$ cat src/rtl/core/dlq_pkg.sv
package dlq_pkg;

    localparam int DLQ_POOL_NODES = 64;

    localparam int OP_W     = 2;
    localparam int NODE_W   = 6;
    localparam int COUNT_W  = 7;
    localparam int STATUS_W = 2;

    // operation codes
    localparam logic [OP_W-1:0] OP_ENQUEUE = 2'd0;
    localparam logic [OP_W-1:0] OP_DEQUEUE = 2'd1;
    localparam logic [OP_W-1:0] OP_REMOVE  = 2'd2;
    localparam logic [OP_W-1:0] OP_NOP     = 2'd3;

    // status codes
    localparam logic [STATUS_W-1:0] STAT_OK     = 2'd0;
    localparam logic [STATUS_W-1:0] STAT_EMPTY  = 2'd1;
    localparam logic [STATUS_W-1:0] STAT_DUP    = 2'd2;
    localparam logic [STATUS_W-1:0] STAT_ABSENT = 2'd3;

    typedef struct packed {
        logic [NODE_W-1:0]   node_out;
        logic                node_valid;
        logic [COUNT_W-1:0]  queue_count;
        logic [STATUS_W-1:0] status;
    } t_rsp;

endpackage

$ cat src/rtl/core/dlq_if.sv
interface dlq_cmd_if;
    logic                          valid;
    logic                          ready;
    logic [dlq_pkg::OP_W-1:0]      operation;
    logic [dlq_pkg::NODE_W-1:0]    node_index;

    modport source (output valid, output operation, output node_index, input ready);
    modport sink   (input valid, input operation, input node_index, output ready);
endinterface

interface dlq_rsp_if;
    logic                          valid;
    logic                          ready;
    logic [dlq_pkg::NODE_W-1:0]    node_out;
    logic                          node_valid;
    logic [dlq_pkg::COUNT_W-1:0]   queue_count;
    logic [dlq_pkg::STATUS_W-1:0]  status;

    modport source (output valid, output node_out, output node_valid,
                    output queue_count, output status, input ready);
    modport sink   (input valid, input node_out, input node_valid,
                    input queue_count, input status, output ready);
endinterface

$ cat src/rtl/core/dlq_ram.sv
module dlq_ram #(
    parameter int WIDTH = 7,
    parameter int DEPTH = dlq_pkg::DLQ_POOL_NODES
) (
    input  logic                     i_clk,
    input  logic                     i_wr_en,
    input  logic [$clog2(DEPTH)-1:0] i_wr_addr,
    input  logic [WIDTH-1:0]         i_wr_data,
    input  logic                     i_rd_en,
    input  logic [$clog2(DEPTH)-1:0] i_rd_addr,
    output logic [WIDTH-1:0]         o_rd_data
);

    logic [WIDTH-1:0] r_mem [DEPTH];
    logic [WIDTH-1:0] r_rd_data;

    always_ff @(posedge i_clk) begin
        if (i_wr_en) begin
            r_mem[i_wr_addr] <= i_wr_data;
        end
    end

    always_ff @(posedge i_clk) begin
        if (i_rd_en) begin
            r_rd_data <= r_mem[i_rd_addr];
        end
    end

    assign o_rd_data = r_rd_data;

endmodule

$ cat src/rtl/core/dlq_result_reg.sv
module dlq_result_reg (
    input  logic              i_clk,
    input  logic              i_rst_n,
    input  logic              i_load,
    input  dlq_pkg::t_rsp     i_rsp,
    output logic              o_free,
    dlq_rsp_if.source         o_rsp
);

    logic          r_valid;
    dlq_pkg::t_rsp r_rsp;

    // slot can take a new item when empty or being drained this cycle
    assign o_free = !r_valid || o_rsp.ready;

    always_ff @(posedge i_clk) begin
        if (!i_rst_n) begin
            r_valid <= 1'b0;
        end else if (i_load) begin
            r_valid <= 1'b1;
        end else if (o_rsp.ready) begin
            r_valid <= 1'b0;
        end
    end

    always_ff @(posedge i_clk) begin
        if (i_load) begin
            r_rsp <= i_rsp;
        end
    end

    assign o_rsp.valid       = r_valid;
    assign o_rsp.node_out    = r_rsp.node_out;
    assign o_rsp.node_valid  = r_rsp.node_valid;
    assign o_rsp.queue_count = r_rsp.queue_count;
    assign o_rsp.status      = r_rsp.status;

endmodule

$ cat src/rtl/core/doubly_linked_queue_manager_unit.sv
// Flow: a command accept starts the memory read; the execute state then decides,
//   writes back and loads the output register, waiting while that register is full.
// Commands are not taken while one is in progress; a remove or dequeue of a non-tail
//   entry adds an unmark state, since the membership table has a single write port.
// Reset: synchronous, active low; afterwards a clearing pass over all POOL_NODES
//   entries wipes the membership bits while the command side is not ready.
module doubly_linked_queue_manager_unit #(
    parameter int POOL_NODES = dlq_pkg::DLQ_POOL_NODES
) (
    input  logic      i_clk,
    input  logic      i_rst_n,
    dlq_cmd_if.sink   i_cmd,
    dlq_rsp_if.source o_rsp
);

    localparam int AW = $clog2(POOL_NODES);       // handle / link width
    localparam int CW = $clog2(POOL_NODES + 1);   // entry count width
    localparam int PW = AW + 1;                    // {member, prev link}

    localparam logic [1:0] ST_CLEAR  = 2'd0;
    localparam logic [1:0] ST_IDLE   = 2'd1;
    localparam logic [1:0] ST_EXEC   = 2'd2;
    localparam logic [1:0] ST_UNMARK = 2'd3;

    logic [1:0] r_state, n_state;
    logic [AW-1:0] r_clr_addr;

    // captured command
    logic [dlq_pkg::OP_W-1:0]   r_op;
    logic [dlq_pkg::NODE_W-1:0] r_node;
    logic [AW-1:0]              r_addr;

    // list registers
    logic [AW-1:0] r_head, n_head;
    logic [AW-1:0] r_tail, n_tail;
    logic [CW-1:0] r_count, n_count;

    // memory ports
    logic          rd_en;
    logic [AW-1:0] rd_addr;
    logic [PW-1:0] prev_rd;
    logic [AW-1:0] next_rd;
    logic          prev_wr_en, next_wr_en;
    logic [AW-1:0] prev_wr_addr, next_wr_addr;
    logic [PW-1:0] prev_wr_data;
    logic [AW-1:0] next_wr_data;

    // execute-stage decode
    logic          in_range, member, before_ok, after_ok, go, unmark_later;
    logic          out_free, out_load;
    logic [AW-1:0] prev_h, next_h;
    dlq_pkg::t_rsp rsp;

    logic accept;

    assign i_cmd.ready = (r_state == ST_IDLE);
    assign accept      = i_cmd.valid && i_cmd.ready;

    // dequeue reads the head entry, everything else the named handle
    assign rd_en   = accept;
    assign rd_addr = (i_cmd.operation == dlq_pkg::OP_DEQUEUE) ? r_head
                                                              : AW'(i_cmd.node_index);

    // prev memory also holds the membership bit in its top position
    dlq_ram #(.WIDTH(PW), .DEPTH(POOL_NODES)) u_prev_ram (
        .i_clk     (i_clk),
        .i_wr_en   (prev_wr_en),
        .i_wr_addr (prev_wr_addr),
        .i_wr_data (prev_wr_data),
        .i_rd_en   (rd_en),
        .i_rd_addr (rd_addr),
        .o_rd_data (prev_rd)
    );

    dlq_ram #(.WIDTH(AW), .DEPTH(POOL_NODES)) u_next_ram (
        .i_clk     (i_clk),
        .i_wr_en   (next_wr_en),
        .i_wr_addr (next_wr_addr),
        .i_wr_data (next_wr_data),
        .i_rd_en   (rd_en),
        .i_rd_addr (rd_addr),
        .o_rd_data (next_rd)
    );

    dlq_result_reg u_result (
        .i_clk   (i_clk),
        .i_rst_n (i_rst_n),
        .i_load  (out_load),
        .i_rsp   (rsp),
        .o_free  (out_free),
        .o_rsp   (o_rsp)
    );

    assign in_range  = 32'(r_node) < 32'(POOL_NODES);
    assign member    = prev_rd[PW-1];
    assign prev_h    = prev_rd[AW-1:0];
    assign next_h    = next_rd;
    // links of the head's prev and the tail's next are never relied on:
    // position in the list is known from the head and tail registers
    assign before_ok = (r_addr != r_head);
    assign after_ok  = (r_addr != r_tail);
    assign go        = (r_state == ST_EXEC) && out_free;
    assign out_load  = go;

    always_comb begin
        n_state      = r_state;
        n_head       = r_head;
        n_tail       = r_tail;
        n_count      = r_count;
        prev_wr_en   = 1'b0;
        prev_wr_addr = r_addr;
        prev_wr_data = '0;
        next_wr_en   = 1'b0;
        next_wr_addr = r_tail;
        next_wr_data = r_addr;
        unmark_later = 1'b0;
        rsp          = '0;
        rsp.status   = dlq_pkg::STAT_OK;

        unique case (r_state)
            ST_CLEAR: begin
                // wipe membership, one entry a cycle
                prev_wr_en   = 1'b1;
                prev_wr_addr = r_clr_addr;
                if (r_clr_addr == AW'(POOL_NODES - 1)) begin
                    n_state = ST_IDLE;
                end
            end
            ST_IDLE: begin
                if (accept) begin
                    n_state = ST_EXEC;
                end
            end
            ST_EXEC: begin
                priority if (r_op == dlq_pkg::OP_ENQUEUE) begin
                    if (!in_range) begin
                        rsp.status = dlq_pkg::STAT_ABSENT;
                    end else if (member) begin
                        rsp.status = dlq_pkg::STAT_DUP;
                    end else begin
                        // link behind the current tail
                        prev_wr_en   = go;
                        prev_wr_data = {1'b1, r_tail};
                        next_wr_en   = go && (r_count != '0);
                        if (r_count == '0) begin
                            n_head = r_addr;
                        end
                        n_tail  = r_addr;
                        n_count = CW'(r_count + 1'b1);
                    end
                end else if ((r_op == dlq_pkg::OP_DEQUEUE && r_count == '0) ||
                             (r_op == dlq_pkg::OP_REMOVE && (!in_range || !member)) ||
                             r_op == dlq_pkg::OP_NOP) begin
                    if (r_op == dlq_pkg::OP_DEQUEUE) begin
                        rsp.status = dlq_pkg::STAT_EMPTY;
                    end else if (r_op == dlq_pkg::OP_REMOVE) begin
                        rsp.status = dlq_pkg::STAT_ABSENT;
                    end
                end else begin
                    // unlink r_addr: dequeue of the head or remove of a member
                    if (r_op == dlq_pkg::OP_DEQUEUE) begin
                        rsp.node_out   = dlq_pkg::NODE_W'(r_head);
                        rsp.node_valid = 1'b1;
                    end
                    if (before_ok) begin
                        next_wr_en   = go;
                        next_wr_addr = prev_h;
                        next_wr_data = next_h;
                    end else begin
                        n_head = after_ok ? next_h : '0;
                    end
                    if (after_ok) begin
                        // successor takes the prev port; drop membership next cycle
                        prev_wr_en   = go;
                        prev_wr_addr = next_h;
                        prev_wr_data = {1'b1, prev_h};
                        unmark_later = 1'b1;
                    end else begin
                        n_tail       = before_ok ? prev_h : '0;
                        prev_wr_en   = go;
                        prev_wr_data = '0;
                    end
                    n_count = CW'(r_count - 1'b1);
                end
                rsp.queue_count = dlq_pkg::COUNT_W'(n_count);
                if (go) begin
                    n_state = unmark_later ? ST_UNMARK : ST_IDLE;
                end else begin
                    // hold until the result slot frees up
                    n_head  = r_head;
                    n_tail  = r_tail;
                    n_count = r_count;
                end
            end
            ST_UNMARK: begin
                prev_wr_en   = 1'b1;
                prev_wr_data = '0;
                n_state      = ST_IDLE;
            end
            default: begin
                n_state = ST_CLEAR;
            end
        endcase
    end

    always_ff @(posedge i_clk) begin
        if (!i_rst_n) begin
            r_state    <= ST_CLEAR;
            r_clr_addr <= '0;
            r_head     <= '0;
            r_tail     <= '0;
            r_count    <= '0;
        end else begin
            r_state <= n_state;
            r_head  <= n_head;
            r_tail  <= n_tail;
            r_count <= n_count;
            if (r_state == ST_CLEAR) begin
                r_clr_addr <= r_clr_addr + 1'b1;
            end
        end
    end

    // command capture, payload only
    always_ff @(posedge i_clk) begin
        if (accept) begin
            r_op   <= i_cmd.operation;
            r_node <= i_cmd.node_index;
            r_addr <= rd_addr;
        end
    end

endmodule

$ cat src/flat_wrapper.sv
// flat-port wrapper written by rule: the top's interface ports become plain ports
module doubly_linked_queue_manager_unit_flat 
#(
    parameter int POOL_NODES = dlq_pkg::DLQ_POOL_NODES
)
  (i_clk, i_rst_n, i_cmd_valid, i_cmd_operation, i_cmd_node_index, i_cmd_ready, o_rsp_valid, o_rsp_node_out, o_rsp_node_valid, o_rsp_queue_count, o_rsp_status, o_rsp_ready);
  dlq_cmd_if i_cmd_i ();
  dlq_rsp_if o_rsp_i ();
  input  logic i_clk;
  input  logic i_rst_n;
  input wire logic [$bits(i_cmd_i.valid)-1:0] i_cmd_valid;
  input wire logic [$bits(i_cmd_i.operation)-1:0] i_cmd_operation;
  input wire logic [$bits(i_cmd_i.node_index)-1:0] i_cmd_node_index;
  output wire logic [$bits(i_cmd_i.ready)-1:0] i_cmd_ready;
  output wire logic [$bits(o_rsp_i.valid)-1:0] o_rsp_valid;
  output wire logic [$bits(o_rsp_i.node_out)-1:0] o_rsp_node_out;
  output wire logic [$bits(o_rsp_i.node_valid)-1:0] o_rsp_node_valid;
  output wire logic [$bits(o_rsp_i.queue_count)-1:0] o_rsp_queue_count;
  output wire logic [$bits(o_rsp_i.status)-1:0] o_rsp_status;
  input wire logic [$bits(o_rsp_i.ready)-1:0] o_rsp_ready;
  assign i_cmd_i.valid = i_cmd_valid;
  assign i_cmd_i.operation = i_cmd_operation;
  assign i_cmd_i.node_index = i_cmd_node_index;
  assign i_cmd_ready = i_cmd_i.ready;
  assign o_rsp_valid = o_rsp_i.valid;
  assign o_rsp_node_out = o_rsp_i.node_out;
  assign o_rsp_node_valid = o_rsp_i.node_valid;
  assign o_rsp_queue_count = o_rsp_i.queue_count;
  assign o_rsp_status = o_rsp_i.status;
  assign o_rsp_i.ready = o_rsp_ready;
  doubly_linked_queue_manager_unit #(.POOL_NODES(POOL_NODES)) u_core (.i_clk(i_clk), .i_rst_n(i_rst_n), .i_cmd(i_cmd_i), .o_rsp(o_rsp_i));
endmodule
$ cat config.mk
export PLATFORM = sky130hd
export DESIGN_NAME = doubly_linked_queue_manager_unit_flat
export DESIGN_NICKNAME = d
export VERILOG_FILES = /design/src/rtl/core/dlq_pkg.sv /design/src/rtl/core/dlq_if.sv /design/src/rtl/core/dlq_ram.sv /design/src/rtl/core/dlq_result_reg.sv /design/src/rtl/core/doubly_linked_queue_manager_unit.sv /design/src/flat_wrapper.sv
export SDC_FILE = /design/constraint.sdc
export NUM_CORES = 1
export LEC_CHECK = 0
export BUFFER_PORTS_ARGS = -buffer_cell sky130_fd_sc_hd__buf_2
export CAP_MARGIN = 20
export CORE_UTILIZATION = 63
export DETAILED_ROUTE_END_ITERATION = 8
export GPL_TIMING_DRIVEN = 1
export MAX_ROUTING_LAYER = met4
export PLACE_DENSITY = 0.75
export SKIP_CTS_REPAIR_TIMING = 1
export SYNTH_ARGS = -nofsm -noshare
export SYNTH_HDL_FRONTEND = slang
export SYNTH_HIERARCHICAL = 1
export SYNTH_SLANG_ARGS = --single-unit
$ cat constraint.sdc
create_clock -name i_clk -period 5.4 [get_ports i_clk]
set_clock_uncertainty 0.05 [all_clocks]
set_input_delay 1.62 -clock i_clk [delete_from_list [all_inputs] [get_ports i_clk]]
set_output_delay 1.62 -clock i_clk [all_outputs]
set_load 0.02 [all_outputs]
Word-level counts from Yosys, hierarchy flattened

Memory sizes are Yosys's and may differ from the RTL's. A register that Yosys moved wholly into a read port is not among the register bits.
Index checks and enable logic that the tools add are counted.

$add $sub $neg: 3
Eq/ne operators: 18
Muxes and demuxes: 62
Bitwise gates (word level): 2
Reductions and logical operators: 22

Operators with widths:

| cell                                                                    | number |
|---|---|
| 6-bit 2-to-1 mux                                                        | 23 |
| 7-bit 2-to-1 mux                                                        | 8 |
| 1-bit 2-to-1 mux                                                        | 19 |
| 2-bit 2-to-1 mux                                                        | 9 |
| 6-bit inequality test                                                   | 2 |
| 6-bit one-hot mux with 2 select lines                                   | 1 |
| 2-bit inequality test, second input constant                            | 5 |
| 2-bit equality test, second input constant                              | 4 |
| 2-bit one-hot mux with 4 select lines                                   | 1 |
| 7-bit by 1-bit adder with 7-bit output, second input constant           | 1 |
| 7-bit logical NOT                                                       | 1 |
| 7-bit nonzero test                                                      | 1 |
| 7-bit by 1-bit subtractor with 7-bit output, second input constant      | 1 |
| 6-bit by 1-bit adder with 6-bit output, second input constant           | 1 |
| 2-bit by 1-bit equality test with 1-bit output, second input constant   | 3 |
| 6-bit equality test, second input constant                              | 1 |
| 2-bit by 1-bit inequality test with 1-bit output, second input constant | 3 |
| 6-bit AND reduction                                                     | 1 |
| 1-bit logical AND                                                       | 5 |
| 5-bit AND reduction                                                     | 1 |
| 2-bit logical NOT                                                       | 2 |
| 4-bit OR reduction                                                      | 1 |
| 1-bit logical OR                                                        | 3 |
| 3-bit AND reduction                                                     | 1 |
| 7 further kinds                                                         | 9 |

Flip-flop bits (word level): 52
Memory bits (writable): 832
Bits of input ports: 12
Output and inout port bits: 18
Word-level logic and storage cells: 121
Memories kept: 2

Memory list:

| name                    | words | bits a word | read ports | clocked after memory_dff | write ports | RTL line      | text |
|---|---|---|---|---|---|---|---|
| u_core.u_prev_ram.r_mem | 64    | 7           | 1          | 1                        | 1           | dlq_ram.sv:14 | `logic [WIDTH-1:0] r_mem [DEPTH];` |
| u_core.u_next_ram.r_mem | 64    | 6           | 1          | 1                        | 1           | dlq_ram.sv:14 |  |

Logic depth before layout (Yosys ltp)

Gate-level depths: netlist (run 1).

Depth after elaboration: 10
Mapped depth: 13
Mapped depth without buffers: 10

Cells and area by module

Netlist (run 1), hierarchy kept.

Modules (own cells, without submodules):

| module                           | instances | cells an instance | area an instance (µm²) | seq. area each (µm²) |
|---|---|---|---|---|
| dlq_ram (u_core.u_prev_ram)      | 1         | 827               | 17,705.7               | 13,663.1 |
| dlq_ram (u_core.u_next_ram)      | 1         | 720               | 15,285.9               | 11,711.2 |
| doubly_linked_queue_manager_unit | 1         | 304               | 2,750.1                | 780.7 |
| dlq_result_reg                   | 1         | 20                | 529.3                  | 500.5 |

Least setup slack after synthesis (run 1)

OpenSTA, ideal clock, no wires.

Path type: input to register
Start point: input o_rsp_ready
End point: memory u_core.u_prev_ram.r_mem[62][0] (enable)
Setup time: 0.360 ns
Arrival time: 4.076 ns
Data required time: 4.990 ns
Setup slack: 0.914 ns
Cell stages on the path: 9
Buffers on the path: 1
Cell sequence: nand2b_4 nand2_1 inv_1 clkbuf_1 o21ai_1 a21oi_1 nor2b_1 nand3_1 nor2_1

Cells in the longest elaborated chain, start to end: 7
Elaborated cells on any way between the ends: 8
Those cells by class: 6 x mux; 2 x reduce/logical

Ends and longest elaborated chain:

| item                                       | RTL line                                                                         | text |
|---|---|---|
| start, declared                            | flat_wrapper.sv:20                                                               | `input wire logic [$bits(o_rsp_i.ready)-1:0] o_rsp_ready;` |
| 1-bit logical OR (*)                       | dlq_result_reg.sv:14                                                             | `assign o_free = !r_valid \|\| o_rsp.ready;` |
| 1-bit logical AND (*)                      | doubly_linked_queue_manager_unit.sv:102                                          | `assign go = (r_state == ST_EXEC) && out_free;` |
| net u_core.go                              | doubly_linked_queue_manager_unit.sv:49                                           | `logic in_range, member, before_ok, after_ok, go, unmark_later;` |
| 1-bit 2-to-1 mux (on tied branches)        | doubly_linked_queue_manager_unit.sv:151, doubly_linked_queue_manager_unit.sv:138 |  |
| 1-bit 2-to-1 mux (*)                       | doubly_linked_queue_manager_unit.sv:135                                          | `priority if (r_op == dlq_pkg::OP_ENQUEUE) begin` |
| 1-bit one-hot mux with 2 select lines (*)  | doubly_linked_queue_manager_unit.sv:120                                          | `unique case (r_state)` |
| net u_core.prev_wr_en                      | doubly_linked_queue_manager_unit.sv:43                                           | `logic prev_wr_en, next_wr_en;` |
| 1-bit 2-to-1 mux (*)                       | dlq_ram.sv:18                                                                    | `if (i_wr_en) begin` |
| 1-bit 2-to-1 mux (not written as such) (*) | dlq_ram.sv:19                                                                    | `r_mem[i_wr_addr] <= i_wr_data;` |
| end, declared                              | dlq_ram.sv:14                                                                    |  |

Mark *: on every way through the listed nets, which the timed path passes. The rest lies on a longest branch.

Final worst setup path (run 1)

Start point: register u_core/r_op[0] (netlist name)
End point: memory u_core.u_prev_ram.r_mem[47][5] (enable)

Elaborated cells on any way between the ends: 16
Those cells by class: 3 x eq/ne; 8 x mux; 5 x reduce/logical

RTL lines:

| item                                                                                  | RTL line                                                                         | text |
|---|---|---|
| start, declared                                                                       | doubly_linked_queue_manager_unit.sv:29                                           | `logic [dlq_pkg::OP_W-1:0] r_op;` |
| start signal, assigned                                                                | doubly_linked_queue_manager_unit.sv:227                                          | `r_op <= i_cmd.operation;` |
| 2-bit by 1-bit equality test with 1-bit output or 2-bit equality test (tied branches) | doubly_linked_queue_manager_unit.sv:151, doubly_linked_queue_manager_unit.sv:152 |  |
| 1-bit logical AND (on tied branches)                                                  | doubly_linked_queue_manager_unit.sv:151, doubly_linked_queue_manager_unit.sv:152 |  |
| 1-bit logical OR                                                                      | doubly_linked_queue_manager_unit.sv:151                                          | `end else if ((r_op == dlq_pkg::OP_DEQUEUE && r_count == '0) \|\|` |
| 1-bit logical OR                                                                      | doubly_linked_queue_manager_unit.sv:152                                          | `(r_op == dlq_pkg::OP_REMOVE && (!in_range \|\| !member)) \|\|` |
| 6-bit 2-to-1 mux                                                                      | doubly_linked_queue_manager_unit.sv:151                                          |  |
| 6-bit 2-to-1 mux (*)                                                                  | doubly_linked_queue_manager_unit.sv:135                                          |  |
| 6-bit one-hot mux with 2 select lines (*)                                             | doubly_linked_queue_manager_unit.sv:120                                          |  |
| net u_core.prev_wr_addr[2]                                                            | doubly_linked_queue_manager_unit.sv:44                                           | `logic [AW-1:0] prev_wr_addr, next_wr_addr;` |

Marked as above.

==> impl_metrics.env, run 1 <==
export IMPL_hold_end="u_core/u_result/o_rsp.valid$_SDFFE_PN0P_"
export IMPL_synth_compound_area_share_pct=4.13
export IMPL_nets=1992
export IMPL_synth_seq_cells=897
export IMPL_synth_top_cell_by_area="edfxtp_1"
export IMPL_dp_hpwl_mm=50.7
export IMPL_synth_top_family_by_area="multiplexers"
export IMPL_start_util_pct=64.1
export IMPL_stdcell_count=2785
export IMPL_crit_path_frequent_cell="nor2_1"
export IMPL_hp_start="u_core/u_result/o_rsp.valid$_SDFFE_PN0P_"
export IMPL_ios=30
export IMPL_leakage_nw=13.4
export IMPL_cts_buffer_depth=3
export IMPL_area_growth_pct=11.0
export IMPL_dr_pass1_iters=5
export IMPL_cts_made_buffers=87
export IMPL_synth_seq_area_share_pct=73.5
export IMPL_portBuffers=29
export IMPL_synth_simple_area_share_pct=4.49
export IMPL_status="completed"
export IMPL_clock_latency_ns=0.63
export IMPL_yosysUniqueCellTypes=71
export IMPL_path_delay_family="simple AND/OR/NAND/NOR gates"
export IMPL_die_w_um=242
export IMPL_antenna_found_initial=0
export IMPL_rrSetupSlack_ns=0.75
export IMPL_cap_violations=0
export IMPL_arrival_ns=4.85
export IMPL_pre_cts_ws_ns=0.686
export IMPL_worst_pin_slew_ns=1.09
export IMPL_diodes=0
export IMPL_wl_per_cell_um=29.9
export IMPL_cts_clk_slew_worst_paths_ns=0.06
export IMPL_finalHoldViolCount=0
export IMPL_synthMuxAreaShare_pct=15.1
export IMPL_cp_start_kind="flop"
export IMPL_hold_depth=2
export IMPL_setup_viol=0
export IMPL_hold_path_class="reg2reg"
export IMPL_synth_edf_count=869
export IMPL_ir_worst_vdd_uv=479
export IMPL_drc=0
export IMPL_cts_root_buf="clkbuf_16"
export IMPL_vias_per_cell=6.92
export IMPL_synth_ff_type="edfxtp_1"
export IMPL_period_minus_slack_ns=4.65
export IMPL_drtIter0Drc=2467
export IMPL_avgSynthCellArea_sq_um=19.4
export IMPL_final_cell_area_sq_um=40200
export IMPL_critical_path_class="reg2reg"
export IMPL_synthesis_nets=1895
export IMPL_cp_num_buf_inv=2
export IMPL_fin_util_pct=71.1
export IMPL_slew_headroom_pct=25.5
export IMPL_slew_violations=0
export IMPL_globalplace_congestion=0.887
export IMPL_die_h_um=242
export IMPL_worst_r2r_path_depth=9
export IMPL_syn_area_sq_um=36300
export IMPL_track_usage_pct=30.0
export IMPL_slowest_delay_ns=0.85
export IMPL_reg2reg_to="u_core/u_prev_ram/r_mem[47][5]$_DFFE_PP_"
export IMPL_grt_pass1_wl_mm=126
export IMPL_finalWirelength_mm=83.4
export IMPL_grt_pass1_vias=19200
export IMPL_dpl_cell_count=2631
export IMPL_finalPower_mw=15.5
export IMPL_synth_top_area_share_pct=71.9
export IMPL_grt_max_degree=88
export IMPL_grt_overflow=0
export IMPL_htreeDepth=3
export IMPL_final_setup_tns_ns=0
export IMPL_synth_xor_area_share_pct=0.507
export IMPL_synth_fa_ha_area_share_pct=0.414
export IMPL_rsz0062_at_grt="false"
export IMPL_fmax_ghz=0.215
export IMPL_crit_required_ns=5.60
export IMPL_layout_setup_ws_ns=0.750
export IMPL_cp_cell_sequence="inv_1 -> ha_1 -> a211oi_4 -> nand3_1 -> nor2_1 -> buf_4 -> mux2i_1 -> nand4_1 -> nor2_1"
export IMPL_endpoint_kind="flop"
export IMPL_cts_tree="yes"
export IMPL_p_per_area_nw_per_um2=384
export IMPL_fin_hold_ws_ns=0.475
export IMPL_cp_max_fo=12
export IMPL_antenna_left=0
export IMPL_finalCritPeriodShare_pct=86.1
export IMPL_ys_async_sr_fraction_pct=0
export IMPL_route_vias_total=19300
export IMPL_dieArea_sq_um=58500
export IMPL_cts_sinks=897
export IMPL_final_layout_size_suffix_gt1_share_pct=23.9
export IMPL_coreArea_sq_um=56600
export IMPL_placed_area_sq_um=37500
export IMPL_synthTopCellsByArea="edfxtp_1, mux4_2, nor2_1"
export IMPL_slowest_stage="nor2_1"
export IMPL_r2r_start="u_core/r_op[0]$_DFFE_PP_"
export IMPL_synthCells=1871
export IMPL_yosysWarningCount=6
export IMPL_num_rows=87
[power breakdown]
| part | total (mW) | internal (mW) | switching [mW] | leakage [nW] |
|---|---|---|---|---|
| Clock | 5.88 | 3.37 | 2.51 | 1.33 |
| Sequential | 7.99 | 7.90 | 0.0899 | 8.78 |
| Combinational | 1.60 | 0.501 | 1.10 | 3.28 |
| Total | 15.5 | 11.8 | 3.70 | 13.4 |
[worst max-delay path by stage]
stage,startpoint,to,depth (start not counted)
final,u_core/r_op[0]$_DFFE_PP_,u_core/u_prev_ram/r_mem[47][5]$_DFFE_PP_,9
after global routing,u_core/r_op[0]$_DFFE_PP_,u_core/u_prev_ram/r_mem[7][4]$_DFFE_PP_,9
after CTS,u_core/r_op[0]$_DFFE_PP_,u_core/u_prev_ram/r_mem[17][2]$_DFFE_PP_,10
after detailed placement,i_cmd_operation[1],u_core/u_prev_ram/o_rd_data[6]$_DFFE_PP_,8
after global placement,i_cmd_operation[1],u_core/u_next_ram/o_rd_data[0]$_DFFE_PP_,9
after floorplan,o_rsp_ready,u_core/u_prev_ram/r_mem[62][0]$_DFFE_PP_,9
[cell families after synthesis]
| kind of cell | after synthesis |
|---|---|
| xor gates and xnor gates | 21 |
| AOI/OAI and AO/OA | 210 |
| adders and majority gates | 12 |
| buffers and inverters | 119 |
| and+or+nand+nor | 332 |
| muxes | 280 |
| DFF | 897 |
[cells in the mapped netlist (19+ instances only)]
cell	count
mux4_2	199
mux2_2	19
edfxtp_1	869
clkbuf_1	42
buf_2	31
a21oi_1	39
o22ai_1	25
nand3_1	27
dfxtp_1	28
o221ai_1	20
nor2_1	167
nand2_1	30
a22oi_1	21
mux2i_1	44
[layout by cell type (no fill, tap or decap), types with 28 or more instances in the layout]
| master | count |
|---|---|
| edfxtp_1 | 869 |
| mux4_2 | 199 |
| nor2_1 | 167 |
| clkbuf_16 | 90 |
| buf_4 | 71 |
| mux2i_1 | 44 |
| a21oi_1 | 39 |
| nand2_1 | 30 |
| buf_2 | 29 |
| dfxtp_1 | 28 |
[layout make-up]
| type | instances | area (sq um) |
|---|---|---|
| clock buffer | 104 | 2300 |
| clock inverter | 46 | 418 |
| fill | 3334 | 16400 |
| inverter | 18 | 67.6 |
| multi-input combinational | 855 | 9000 |
| sequential | 897 | 26700 |
| tap | 756 | 946 |
| timing repair buffer | 109 | 858 |
[sequential cells by signal, summed over array words and instances, names as in the netlist, 6 cells and up]
signal and flops:
u_core/r_addr 6, u_core/r_clr_addr 6, u_core/r_count 7, u_core/r_head 6, u_core/r_tail 6, u_core/u_next_ram/o_rd_data 6, u_core/u_next_ram/r_mem 384, u_core/u_prev_ram/o_rd_data 7
u_core/u_prev_ram/r_mem 448, u_core/u_result/o_rsp.node_out 6, u_core/u_result/o_rsp.queue_count 7
[routing by layer]
layer / part of all wire [%] / track usage (%)
met3: 8.5 / 4.28
met2: 49 / 46.7
met4: 3.2 / 9.49
met1: 39 / 41.9
met5: 0 / -
[tightest hold or removal path, cell delays in order, from the launching register on]
cell and delay (ns):
dfxtp_1 0.34, nand2b_4 0.09, a21boi_2 0.05
No activity file was read; power rests on OpenSTA's default activity.
==> run 2, diff against run 1 <==
--- a/config.mk
+++ b/config.mk
@@ -7,11 +7,13 @@
 export LEC_CHECK = 0
 export BUFFER_PORTS_ARGS = -buffer_cell sky130_fd_sc_hd__buf_2
 export CAP_MARGIN = 20
-export CORE_UTILIZATION = 63
+export CELL_PAD_IN_SITES_DETAIL_PLACEMENT = 0
+export CELL_PAD_IN_SITES_GLOBAL_PLACEMENT = 1
+export CORE_UTILIZATION = 56
 export DETAILED_ROUTE_END_ITERATION = 8
 export GPL_TIMING_DRIVEN = 1
 export MAX_ROUTING_LAYER = met4
-export PLACE_DENSITY = 0.75
+export PLACE_DENSITY = 0.76
 export SKIP_CTS_REPAIR_TIMING = 1
 export SYNTH_ARGS = -nofsm -noshare
 export SYNTH_HDL_FRONTEND = slang
==> run 2 against run 1 <==
  * Largest power group unchanged
  * Wire length fell by 1.6%
  * Flip-flop and latch count stayed put
  * Sequential share of layout area shrank 0.71 points
  * Clock power up 6.3%
  * Cell count up 3.9%
  * Via count is 3.8% lower
  * Sequential power hardly changed
  * Worst hold slack lost 0.023 ns
  * Maximum frequency decreased by 0.70%
  * First-iteration DRC count decreased by 17%
==> impl_metrics.env, run 2 (synthesis results as in run 1) <==
export IMPL_nFillCells=4348
export IMPL_slew_violations=0
export IMPL_cp_cell_sequence="inv_1 -> ha_1 -> a211oi_4 -> nand3_1 -> nor2_1 -> buf_4 -> mux2i_1 -> nand4_1 -> nor2_1"
export IMPL_finalHoldViolCount=0
export IMPL_cp_num_buf_inv=2
export IMPL_final_common_cell="edfxtp_1"
export IMPL_wl_met3_mm=5.24
export IMPL_slowest_stage="nor2_1"
export IMPL_ir_worst_vdd_uv=345
export IMPL_dieArea_sq_um=65800
export IMPL_hold_path_class="reg2reg"
export IMPL_crit_path_frequent_cell="nor2_1"
export IMPL_final_setup_tns_ns=0
export IMPL_worst_pin_slew_ns=1.15
export IMPL_reg2reg_to="u_core/u_prev_ram/r_mem[39][4]$_DFFE_PP_"
export IMPL_layout_common_cells="edfxtp_1, mux4_2, nor2_1, clkbuf_16, buf_4"
export IMPL_grt_overflow=0
export IMPL_critical_path_class="reg2reg"
export IMPL_period_minus_slack_ns=4.68
export IMPL_hold_depth=2
export IMPL_dr_wl_met2_mm=40.4
export IMPL_endpoint_kind="flop"
export IMPL_largest_registers="u_core/u_prev_ram/r_mem x448, u_core/u_next_ram/r_mem x384"
export IMPL_antenna_left=0
export IMPL_dpl_cell_count=2725
export IMPL_dp_hpwl_mm=51.0
export IMPL_die_w_um=257
export IMPL_critPathLaunch="u_core/r_op[0]$_DFFE_PP_"
export IMPL_leakage_nw=13.5
export IMPL_status="completed"
export IMPL_hp_start="u_core/u_result/o_rsp.valid$_SDFFE_PN0P_"
export IMPL_grt_pass1_wl_mm=123
export IMPL_ios=30
export IMPL_route_vias_total=18500
export IMPL_nets=1997
export IMPL_portBuffers=29
export IMPL_grt_max_degree=65
export IMPL_cts_root_buf="clkbuf_16"
export IMPL_finalWirelength_mm=82.1
export IMPL_wl_met1_mm=33.8
export IMPL_slew_headroom_pct=21.0
export IMPL_htreeDepth=3
export IMPL_rsz0062_at_grt="false"
export IMPL_layout_setup_ws_ns=0.717
export IMPL_vias_per_cell=6.41
export IMPL_drtIter0Drc=2055
export IMPL_arrival_ns=4.89
export IMPL_largest_reg_flops=448
export IMPL_area_growth_pct=12.2
export IMPL_rrSetupSlack_ns=0.72
export IMPL_cp_start_kind="flop"
export IMPL_path_delay_family="simple AND/OR/NAND/NOR gates"
export IMPL_die_h_um=257
export IMPL_globalplace_congestion=0.880
export IMPL_r2r_start="u_core/r_op[0]$_DFFE_PP_"
export IMPL_track_usage_pct=26.2
export IMPL_final_layout_size_suffix_gt1_share_pct=24.2
export IMPL_cp_max_fo=12
export IMPL_cts_sinks=897
export IMPL_wl_per_cell_um=28.4
export IMPL_stdcell_count=2894
export IMPL_pre_cts_ws_ns=0.685
export IMPL_cap_violations=0
export IMPL_p_per_area_nw_per_um2=390
export IMPL_top_register="u_core/u_prev_ram/r_mem"
export IMPL_grt_pass1_vias=18900
export IMPL_fmax_ghz=0.214
export IMPL_critPathCapture="u_core/u_prev_ram/r_mem[39][4]$_DFFE_PP_"
export IMPL_num_rows=92
export IMPL_crit_required_ns=5.60
export IMPL_worst_r2r_path_depth=9
export IMPL_cts_tree="yes"
export IMPL_antenna_found_initial=0
export IMPL_cts_clk_slew_worst_paths_ns=0.06
export IMPL_slowest_delay_ns=0.83
export IMPL_diodes=0
export IMPL_fin_util_pct=64.0
export IMPL_cts_made_buffers=91
export IMPL_clock_latency_ns=0.63
export IMPL_cts_buffer_depth=3
export IMPL_crit_cells=9
export IMPL_start_util_pct=57.1
export IMPL_drc=0
export IMPL_top_layer_used="met4"
export IMPL_dr_pass1_iters=5
export IMPL_setup_viol=0
export IMPL_coreArea_sq_um=63500
export IMPL_finalCritPeriodShare_pct=86.7
[run 2: changes by cell type in the layout (fill, tap and decap cells not counted), sizes merged]
cell | before | now
buf | 109 | 110
bufinv | 7 | 10
clkbuf | 104 | 106
clkinv | 33 | 46
clkinvlp | 5 | 4
inv | 19 | 20
[run 2: worst min path at each step]
stage,endpoint,slack [ns]
after global routing,u_core/u_result/o_rsp.valid$_SDFFE_PN0P_,0.47
final,u_core/u_result/o_rsp.valid$_SDFFE_PN0P_,0.45
after floorplan,u_core/r_count[6]$_SDFFE_PN0P_,0.42
after global placement,u_core/r_count[6]$_SDFFE_PN0P_,0.43
after detailed placement,u_core/u_result/o_rsp.valid$_SDFFE_PN0P_,0.44
after CTS,u_core/u_result/o_rsp.valid$_SDFFE_PN0P_,0.46
[run 2: tightest hold or removal path, delay by kind of cell (launching register included)]
| family | cells | cell delay, ns |
|---|---|---|
| AOI/OAI and AO/OA | 1 | 0.05 |
| DFF | 1 | 0.33 |
| and+or+nand+nor | 1 | 0.08 |
[run 2: layer usage]
| layer | up-vias | GRT usage (%) |
|---|---|---|
| met5 | - | - |
| met4 | 0 | 8.52 |
| met3 | 164 | 3.98 |
| met2 | 713 | 41.1 |
| met1 | 9746 | 35.6 |
| li1 | 7919 | - |
[run 2: area by class of cell]
cell class	instances	area [sq um]	area share, %
clock inverters	62	577	1.42
well taps	846	1060	2.60
flip-flops and latches	897	26700	65.5
repair buffers	110	928	2.28
inverters	18	67.6	0.166
clock buffers	106	2400	5.89
multi-input cells	855	9000	22.1
[run 2: power breakdown]
part | switching, mW | leakage, nW | internal [mW]
Clock | 2.59 | 1.45 | 3.66
Sequential | 0.0887 | 8.78 | 7.90
Combinational | 1.10 | 3.31 | 0.517
[run 2: metrics by stage]
step | hold slack [ns] | area, sq um | total power, mW
after global routing | 0.473 | 40700 | 16.3
after global placement | 0.434 | 37700 | 9.70
after CTS | 0.455 | 40700 | 15.9
after detailed placement | 0.445 | 37700 | 9.74
final | 0.452 | 40700 | 15.8
after floorplan | 0.421 | 36300 | 9.10
==> run 3, diff against run 2 <==
--- a/config.mk
+++ b/config.mk
@@ -6,7 +6,6 @@
 export NUM_CORES = 1
 export LEC_CHECK = 0
 export BUFFER_PORTS_ARGS = -buffer_cell sky130_fd_sc_hd__buf_2
-export CAP_MARGIN = 20
 export CELL_PAD_IN_SITES_DETAIL_PLACEMENT = 0
 export CELL_PAD_IN_SITES_GLOBAL_PLACEMENT = 1
 export CORE_UTILIZATION = 56
==> constraint.sdc (replaced) <==
create_clock -name i_clk -period 4.5 [get_ports i_clk]
set_clock_uncertainty 0.05 [all_clocks]
set_input_delay 1.35 -clock i_clk [delete_from_list [all_inputs] [get_ports i_clk]]
set_output_delay 1.35 -clock i_clk [all_outputs]
set_load 0.02 [all_outputs]
==> run 3 against run 2 <==
  * Sequential share of layout area decreased by 1.2 points
  * Non-clock buffer count increased by 100
  * Core utilization increased by 1.2 points
  * Setup slack got worse by 0.29 ns
  * Critical path type unchanged
  * Largest cell class unchanged
  * Highest routed layer unchanged
==> impl_metrics.env, run 3 (synthesis results as in run 1) <==
export IMPL_setup_viol=0
export IMPL_cts_made_buffers=89
export IMPL_largest_reg_flops=448
export IMPL_dieArea_sq_um=65800
export IMPL_rsz0062_at_grt="false"
export IMPL_final_layout_size_suffix_gt1_share_pct=28.0
export IMPL_cp_cell_sequence="inv_1 -> ha_1 -> nor4b_4 -> nand3_4 -> and2_1 -> nand3_4 -> mux2_4 -> nor2b_1 -> nand2_1 -> nor2_1 -> buf_4"
export IMPL_fin_hold_ws_ns=0.468
export IMPL_crit_path_frequent_cell="nand3_4"
export IMPL_drc=0
export IMPL_path_delay_family="simple AND/OR/NAND/NOR gates"
export IMPL_finalWirelength_mm=83.2
export IMPL_layout_common_cells="edfxtp_1, mux4_2, buf_4, nor2_1, clkbuf_16"
export IMPL_portBuffers=29
export IMPL_finalCritPeriodShare_pct=90.5
export IMPL_fmax_ghz=0.246
export IMPL_finalPower_mw=19.1
export IMPL_cp_max_fo=12
export IMPL_globalplace_congestion=0.872
export IMPL_grt_max_degree=65
export IMPL_leakage_nw=14.1
export IMPL_slowest_delay_ns=0.57
export IMPL_dr_pass1_iters=6
export IMPL_crit_required_ns=4.79
export IMPL_die_w_um=257
export IMPL_ir_worst_vdd_uv=316
export IMPL_vias_per_cell=6.35
export IMPL_final_common_cell="edfxtp_1"
export IMPL_area_growth_pct=14.2
export IMPL_antenna_found_initial=0
export IMPL_clock_latency_ns=0.64
export IMPL_fin_util_pct=65.2
export IMPL_slew_violations=0
export IMPL_cts_root_buf="clkbuf_16"
export IMPL_multi_input_area_sq_um=9000
export IMPL_endpoint_kind="flop"
export IMPL_top_register="u_core/u_prev_ram/r_mem"
export IMPL_slowest_stage="nor2_1"
export IMPL_wl_per_cell_um=27.9
export IMPL_largest_registers="u_core/u_prev_ram/r_mem x448, u_core/u_next_ram/r_mem x384"
export IMPL_grt_pass1_vias=19100
export IMPL_route_vias_total=18900
export IMPL_nFillCells=4294
export IMPL_track_usage_pct=26.6
export IMPL_drtIter0Drc=1989
export IMPL_placed_area_sq_um=38400
export IMPL_slew_headroom_pct=14.2
export IMPL_cts_clk_slew_worst_paths_ns=0.06
export IMPL_cap_violations=0
export IMPL_start_util_pct=57.1
export IMPL_grt_overflow=0
export IMPL_diodes=0
export IMPL_final_cell_area_sq_um=41400
export IMPL_cts_sinks=897
export IMPL_htreeDepth=3
export IMPL_antenna_left=0
export IMPL_critical_path_class="reg2reg"
export IMPL_grt_pass1_wl_mm=125
export IMPL_finalHoldViolCount=0
export IMPL_status="completed"
export IMPL_cp_num_buf_inv=2
export IMPL_hold_path_class="reg2reg"
export IMPL_period_minus_slack_ns=4.07
export IMPL_arrival_ns=4.36
export IMPL_regArea_sq_um=26700
export IMPL_final_setup_tns_ns=0
export IMPL_ios=30
export IMPL_num_rows=92
export IMPL_cts_tree="yes"
export IMPL_dp_hpwl_mm=53.4
export IMPL_p_per_area_nw_per_um2=462
export IMPL_coreArea_sq_um=63500
export IMPL_cp_start_kind="flop"
export IMPL_die_h_um=257
export IMPL_worst_pin_slew_ns=1.29
export IMPL_cts_buffer_depth=3
export IMPL_nets=2095
==> run 3: changes by cell type in the layout (fill, tap and decap cells not counted), moves of 2 or more <==
cell | previous run | this run
buf_4 | 67 | 168
clkinv_1 | 26 | 8
bufinv_16 | 10 | 12
clkinv_4 | 1 | 3
clkbuf_1 | 12 | 17
clkbuf_16 | 94 | 92
==> run 3: path summary, 6_finish.rpt <==
| path | start | end | slack, ns | cells after the start |
|---|---|---|---|---|
| setup / recovery | u_core/r_count[0]$_SDFFE_PN0P_ | u_core/u_next_ram/r_mem[34][4]$_DFFE_PP_ | 0.43 | 11 |
| hold / removal | u_core/r_count[6]$_SDFFE_PN0P_ | u_core/r_count[6]$_SDFFE_PN0P_ | 0.47 | 2 |
| hold reg to reg | u_core/r_count[6]$_SDFFE_PN0P_ | u_core/r_count[6]$_SDFFE_PN0P_ | 0.47 | 2 |
| setup reg to reg | u_core/r_count[0]$_SDFFE_PN0P_ | u_core/u_next_ram/r_mem[34][4]$_DFFE_PP_ | 0.43 | 11 |
==> run 3: routing by layer <==
metal  global-route usage [%]  vias to the layer above  share of wire [%]
li1                         -                     8112                  -
met1                     36.4                     9895                 41
met2                     41.6                      783                 49
met3                     4.31                      157                7.1
met4                     8.45                        0                3.2
met5                        -                        -                  0
==> run 3: tightest hold or removal path: stages, from the launching register on <==
cell and delay, ns:
dfxtp_1 0.33, o21ai_0 0.07, a21oi_1 0.07
==> run 3: report_power, final <==
group          total [mW]  leakage, nW  internal (mW)  switching, mW
Combinational        2.00         3.83          0.696           1.30
Clock                7.55         1.45           4.46           3.09
Sequential           9.58         8.78           9.47          0.108
Total                19.1         14.1           14.6           4.50
==> run 3: layout make-up <==
type                            instances  share of cell area (%)
Inverter                               18                   0.163
Clock buffer                          110                    5.75
Clock inverter                         49                    1.42
Sequential cell                       897                    64.4
Timing Repair Buffer                  210                    4.02
Tap cell                              846                    2.56
Multi-Input combinational cell        855                    21.7
==> run 3: per-stage QoR <==
stage,std cells,worst slack [ns]
5_1_grt,2985,0.214
2_1_floorplan,1871,0.284
6_report,2985,0.429
3_3_place_gp,2826,0.279
3_5_place_dp,2826,0.210
4_1_cts,2985,0.435
